==> config.mk <==
export PLATFORM = sky130hd
export DESIGN_NAME = rc4_box_ram
export DESIGN_NICKNAME = d
export VERILOG_FILES = /design/src/design/rc4_pkg.sv /design/src/design/rc4_box_ram.sv
export SDC_FILE = /design/constraint.sdc
export NUM_CORES = 2
export LEC_CHECK = 0
export ABC_AREA = 0
export BUFFER_PORTS_ARGS = -buffer_cell sky130_fd_sc_hd__clkbuf_2
export CORE_MARGIN = 2
export CORE_UTILIZATION = 40
export CTS_CLUSTER_DIAMETER = 150
export DETAILED_ROUTE_END_ITERATION = 16
export MAX_ROUTING_LAYER = met4
export PLACE_DENSITY = 0.62
export SLEW_MARGIN = 20
export SYNTH_ARGS = -nofsm -noshare
export SYNTH_HDL_FRONTEND = slang
export SYNTH_SLANG_ARGS = --single-unit
export TNS_END_PERCENT = 5
==> constraint.sdc <==
create_clock -name clk_i -period 3.8 [get_ports clk_i]
set_input_delay 0.19 -clock clk_i [delete_from_list [all_inputs] [get_ports clk_i]]
set_output_delay 0.19 -clock clk_i [all_outputs]
set_load 0.01 [all_outputs]
==> src/design/rc4_pkg.sv <==
// rc4_pkg: shared types and constants for the rc4 stream cipher block
// used by rc4_box_ram, rc4_key_ram and rc4_stream_cipher; no dependencies
`default_nettype none

package rc4_pkg;

  localparam int KEY_DEPTH = 256;
  localparam int KEY_AW    = (KEY_DEPTH > 1) ? $clog2(KEY_DEPTH) : 1;
  localparam int KEY_CW    = $clog2(KEY_DEPTH + 1);
  localparam int BOX_SIZE  = 256;
  localparam int BOX_AW    = $clog2(BOX_SIZE);

  typedef enum logic {
    OP_KEY  = 1'b0,
    OP_DATA = 1'b1
  } op_e;

  typedef enum logic [3:0] {
    ST_IDLE,
    ST_D_RJ,
    ST_D_SW,
    ST_D_ST,
    ST_D_KS,
    ST_K_RD,
    ST_K_J,
    ST_K_SW,
    ST_K_W2
  } state_e;

  typedef struct packed {
    logic              clr;
    logic              re;
    logic [BOX_AW-1:0] raddr;
    logic              we;
    logic [BOX_AW-1:0] waddr;
    logic [7:0]        wdata;
  } box_req_t;

  typedef struct packed {
    logic              re;
    logic [KEY_AW-1:0] raddr;
    logic              we;
    logic [KEY_AW-1:0] waddr;
    logic [7:0]        wdata;
  } key_req_t;

endpackage

`default_nettype wire

==> src/design/rc4_box_ram.sv <==
// rc4_box_ram: 256 x 8 permutation box, one write and one registered read port
// per-entry valid bits make an unwritten entry read as its own index; uses rc4_pkg
`default_nettype none

module rc4_box_ram (
  input  wire logic              clk_i,
  input  wire logic              rst_ni,
  input  wire rc4_pkg::box_req_t req_i,
  output logic [7:0]             rdata_o
);

  logic [7:0]                  mem [rc4_pkg::BOX_SIZE];
  logic [rc4_pkg::BOX_SIZE-1:0] valid_q;
  logic [7:0]                  rdata_q;

  always_ff @(posedge clk_i) begin
    if (req_i.we) begin
      mem[req_i.waddr] <= req_i.wdata;
    end
  end

  // clear brings the whole box back to identity by dropping every valid bit
  always_ff @(posedge clk_i or negedge rst_ni) begin
    if (!rst_ni) begin
      valid_q <= '0;
    end else if (req_i.clr) begin
      valid_q <= '0;
    end else if (req_i.we) begin
      valid_q[req_i.waddr] <= 1'b1;
    end
  end

  always_ff @(posedge clk_i) begin
    if (req_i.re) begin
      rdata_q <= valid_q[req_i.raddr] ? mem[req_i.raddr] : 8'(req_i.raddr);
    end
  end

  assign rdata_o = rdata_q;

endmodule

`default_nettype wire

Word level (Yosys, flattened, before mapping)
Memories as Yosys holds them, arrays and structs flattened. Index checks and enable logic that the tools add are counted.

$lt $le $gt $ge: 3. Bitwise gates (word level): 1. Multiplexer cells: 9. Reduce and logical (&&, ||, !) cells: 2.

Operator list (count): $mux 256 (2); $or 256x256->256 (1); $lt 8x9->1 const B (2); $bmux 1 s8 (1); $demux 1 s8 (1); $ge 8x1->1 const B (1); $mux 8 (1); $mux 1 (4); $reduce_bool 2->1 (1); $logic_and 1x1->1 (1).

Register bits: 264. Input bits: 29. Logic and storage cells: 18. Output and inout bits: 8. Memories: 1. Bits in writable memories: 2048.

Memories: mem (words 256, bits a word 8, read ports 1, clocked after Yosys merged registers in 0, wr ports 1, line rc4_box_ram.sv:12) `logic [7:0] mem [rc4_pkg::BOX_SIZE];`.

Longest topological paths before layout
Depth after elaboration: 7. Mapped depth: 14. Gate-level depth less buffers: 7.

Least setup slack after synthesis
No wires, ideal clock.

Path type: in2reg. Start: input req_i[17] in the netlist's numbering. End: register rdata_q[3], in the netlist rdata_o[3], data pin. Slack: 0.991 ns. Stages: 11. Data arrival time: 2.525 ns. Path buffers: 5. Cell sequence: buf_6 -> buf_12 -> buf_6 -> buf_4 -> buf_2 -> mux4_2 -> mux4_2 -> a211oi_1 -> a22oi_1 -> nand2_1 -> mux2i_1.

Cells in the longest elaborated chain, start to end: 3.

RTL lines: from (decl) (line rc4_box_ram.sv:8) `input wire rc4_pkg::box_req_t req_i,`; $bmux 1 s8 (line rc4_box_ram.sv:35) `rdata_q <= valid_q[req_i.raddr] ? mem[req_i.raddr] : 8'(req_i.raddr);`; $mux 1 (implied by the code) (line rc4_box_ram.sv:35); $mux 8 * (line rc4_box_ram.sv:35); to (signal assigned) (line rc4_box_ram.sv:35); to (decl) (line rc4_box_ram.sv:14) `logic [7:0] rdata_q;`.

Every way passes the cells marked *; elsewhere a longest branch is shown, timed or not. The select of a mux whose other input is x is not followed. A chain may end at the register's enable or synchronous reset.

Final worst setup path
Start: register valid_q[176] in the netlist's numbering. End: register rdata_q[6], in the netlist rdata_o[6], data pin.

Cells in the longest elaborated chain, start to end: 3.

RTL lines: from (decl) (line rc4_box_ram.sv:13) `logic [rc4_pkg::BOX_SIZE-1:0] valid_q;`; from (signal assigned) (line rc4_box_ram.sv:25) `valid_q <= '0;`; from (signal assigned) (line rc4_box_ram.sv:27) `valid_q <= '0;`; from (signal, indexed assignment) (line rc4_box_ram.sv:29) `valid_q[req_i.waddr] <= 1'b1;`; $bmux 1 s8 (line rc4_box_ram.sv:35); $mux 1 (implied by the code) (line rc4_box_ram.sv:35); $mux 8 (line rc4_box_ram.sv:35).

No other way between the ends. The select of a mux whose other input is x is not followed.

==> out/qor.csv <==
metric,value,unit
outcome,finished clean,
Post-DP HPWL,149000,um
min cycle time layout,3.29,ns
worst-path maximum fanout,8,
Pwr Density,512,nW/um^2
fin nets,4873,
total CTS buffers,228,
combinational power share,0.052,
Worst setup EP type,flip-flop,
Initial Util,0.402,
Area Growth Syn to Fin,15.3,%
leakage,34.4,nW
share of layout cells above drive strength 1,0.289,
first-iteration detailed-routing DRC count,5469,
Hold Path Cell Cnt,1,
mean area per synthesized cell,20.3,um^2
DRC viols,0,
"commonest non-fill, non-tap cells in the layout","2056 x edfxtp_1, 737 x nor2_1, 633 x mux4_2, 342 x buf_4, 256 x dfrtp_1",
Peak VDD IR,0.509,mV
die area,230000,um^2
Syn Std Cell Area,90400,um^2
initial antenna violation count,12,
main flop type after synthesis,edfxtp_1,
Slew @ Worst Pin,1.12,ns
vias,45800,
Hold Fails Final Rpt,0,
syn_nets,4475,
Slew HR,0.251,
reg2reg path depth,7,
vias in the first global route,46100,
Synth Area in Compound Gates,0.0186,
internal power,0.0419,W
Required @ worst endpoint,4.39,ns
Post-synth ARST share,0.111,
worst-path cell chain,mux4_2 -> mux2i_1 -> o32ai_1 -> or4_1 -> o32a_1 -> o2111ai_4 -> mux2_4,
gr usage total,0.212,
sequential share of the synthesized area,0.754,
largest net degree at the start of global routing,147,
multiplexer area fraction after synthesis,0.174,
TritonCTS clock tree,yes,
Synth Register Bits,2312,
design area,104000,um^2
Max clock buf depth,3,
DRT Pass-1 Iters,9,
total of max-cap violations,0,
via density per instance,5.70,
clock root cell,clkbuf_16,
Sw Ratio,0.214,
largest family of logic cells by synthesized area,multiplexers,
Worst-path clk slew,0.06,ns
Slew Limit Fails,0,
Psw,0.0114,W
total wire length,237000,um
Layout Cells excl Fill,8047,
routed len/inst,29.4,um
RSZ-0062 raised after global routing,no,
Placed Area,96300,um^2
Design Power,0.0533,W
"commonest non-fill, non-tap cell in the layout",edfxtp_1,
"slowest stage delay, CP",0.61,ns
IO Pins,37,
simple-gate share of the synthesized area,0.0380,
critical path class,reg -> reg,
worst skew pair latency,0.88,ns
Post-synth EDFFs,2056,
fmax,0.304,GHz
Reg power frac,0.521,
Final Cycle Share,0.867,
Cells after DPL,7593,
Final Setup Violations,0,
Syn Inst Count,4446,
post-CTS sizing,0,
Setup Buffers After CTS,0,
routability cong.,0.883,
final setup skew,0.0471,ns
Routed Antenna Nets,0,
die height,479,um
first-pass GRT wire length,341000,um
Synth Area in XOR/XNOR,0,
clock sink count,2312,
core outline area,225000,um^2
Die X,479,um
Hold Path Class,in -> reg,
Post-Synth Adder-Cell Area,0,
crit path DAT,3.88,ns
Port Buf Inserts,36,
Setup crit start kind,flip-flop,
Critical Path Slowest Stage Cell,or4_1,
Ys Warns,0,
# rows,174,
clock share of power,0.427,
htree depth,4,
post-synth cell types,52,
"Remaining Overflow, GRT",0,
## per-layer routing
metal | wire, um | track usage | vias to the layer above | part of all wire
met1 | 96100 | 0.286 | 24600 | 0.41
met4 | 7800 | 0.0666 | 0 | 0.033
li1 | - | - | 18800 | -
met2 | 113000 | 0.326 | 2006 | 0.48
met5 | 0 | - | - | 0
met3 | 19600 | 0.0434 | 396 | 0.083
## worst paths after layout
check                              from      endpoint  slack [ns]
max                        valid_q[176]    rdata_o[6]        0.51
min                            req_i[3]   mem[236][3]       0.004
max reg2reg                valid_q[176]    rdata_o[6]        0.51
min reg2reg                valid_q[195]  valid_q[195]        0.49
max in group asynchronous        rst_ni  valid_q[223]        2.34
min in group asynchronous        rst_ni   valid_q[34]        0.46
## cell families (layout without fill, tap and decap cells)
family | count (synthesis) | after routing
buffers and inverters | 267 | 870
AOI/OAI and AO/OA | 225 | 225
DFF | 2312 | 2312
and+or+nand+nor | 869 | 869
muxes | 773 | 773
other | 0 | 6
## Yosys cell counts (2+ instances only)
master        n  area [um^2]
o211ai_1      2         15.0
o21ai_0       9         45.0
buf_8         3         45.0
a31oi_1       3         18.8
nor3_1        6         30.0
a21oi_1      25          125
buf_1        24         90.1
a2111oi_0     9         78.8
dfrtp_1     256         6410
a211o_1       3         26.3
o221ai_1      9         78.8
o31ai_1       2         15.0
o22ai_1      45          282
nor4_1        2         12.5
mux4_2      633        14300
o311ai_0      3         26.3
or4_1         2         15.0
mux2_2       30          338
a22oi_1      54          405
mux2i_1     109         1090
edfxtp_1   2056        61700
buf_6        18          203
or3_1         2         12.5
or2_2         3         18.8
nor2b_1      21          131
inv_1         8         30.0
nand2b_1      4         25.0
clkbuf_1    127          477
nand2_1      43          161
buf_4        40          300
and2_1        3         18.8
a211oi_1     20          150
nand4_1      11         68.8
nor2_1      741         2780
o21ba_2      30          300
nand3_1      29          145
buf_2        46          230
## critical path, delay by kind of cell (launching register included)
family	cells	cell delay, ns
muxes	3	1.15
AOI/OAI and AO/OA	3	0.86
and+or+nand+nor	1	0.61
DFF	1	0.39
## area by class of cell
type,instances,area [um^2]
Fill cell,18800,121000
Sequential cell,2312,68100
Multi-Input combinational cell,1867,20800
Clock buffer,305,6350
Tap cell,2992,3740
Timing Repair Buffer,427,3710
Clock inverter,130,1310
Inverter,8,40.0
Antenna cell,6,15.0
## sequential cells by signal, indices dropped and copies added (netlist names)
register,count
rdata_o,8
valid_q,256
mem,2048
## power groups by stage
stage	logic, W	registers, W	clock network, W
finish	0.00276	0.0278	0.0228
global route	0.00289	0.0278	0.0241
global placement	0.00271	0.0283	0
detailed placement	0.00275	0.0283	0
CTS	0.00277	0.0278	0.0231
floorplan	0.00140	0.0283	0
## what timing repair did
action | in CTS | in global routing
endpoints found under the hold margin | 581 | 0
endpoints found under the setup margin | 0 | 0
hold buffers | 13 | 0
## metrics by stage
step	hold WS [ns]	setup WS, ns	util	TNS, ns
2_1_floorplan	-0.106	0.991	-	0
3_3_place_gp	0.217	-0.0321	0.429	-0.0321
3_5_place_dp	0.218	-0.0530	0.429	-0.0636
4_1_cts	0.0231	0.561	0.463	0
5_1_grt	0.0521	0.534	0.464	0
6_report	0.00391	0.506	0.464	0
(Power assumes the default switching activity.)
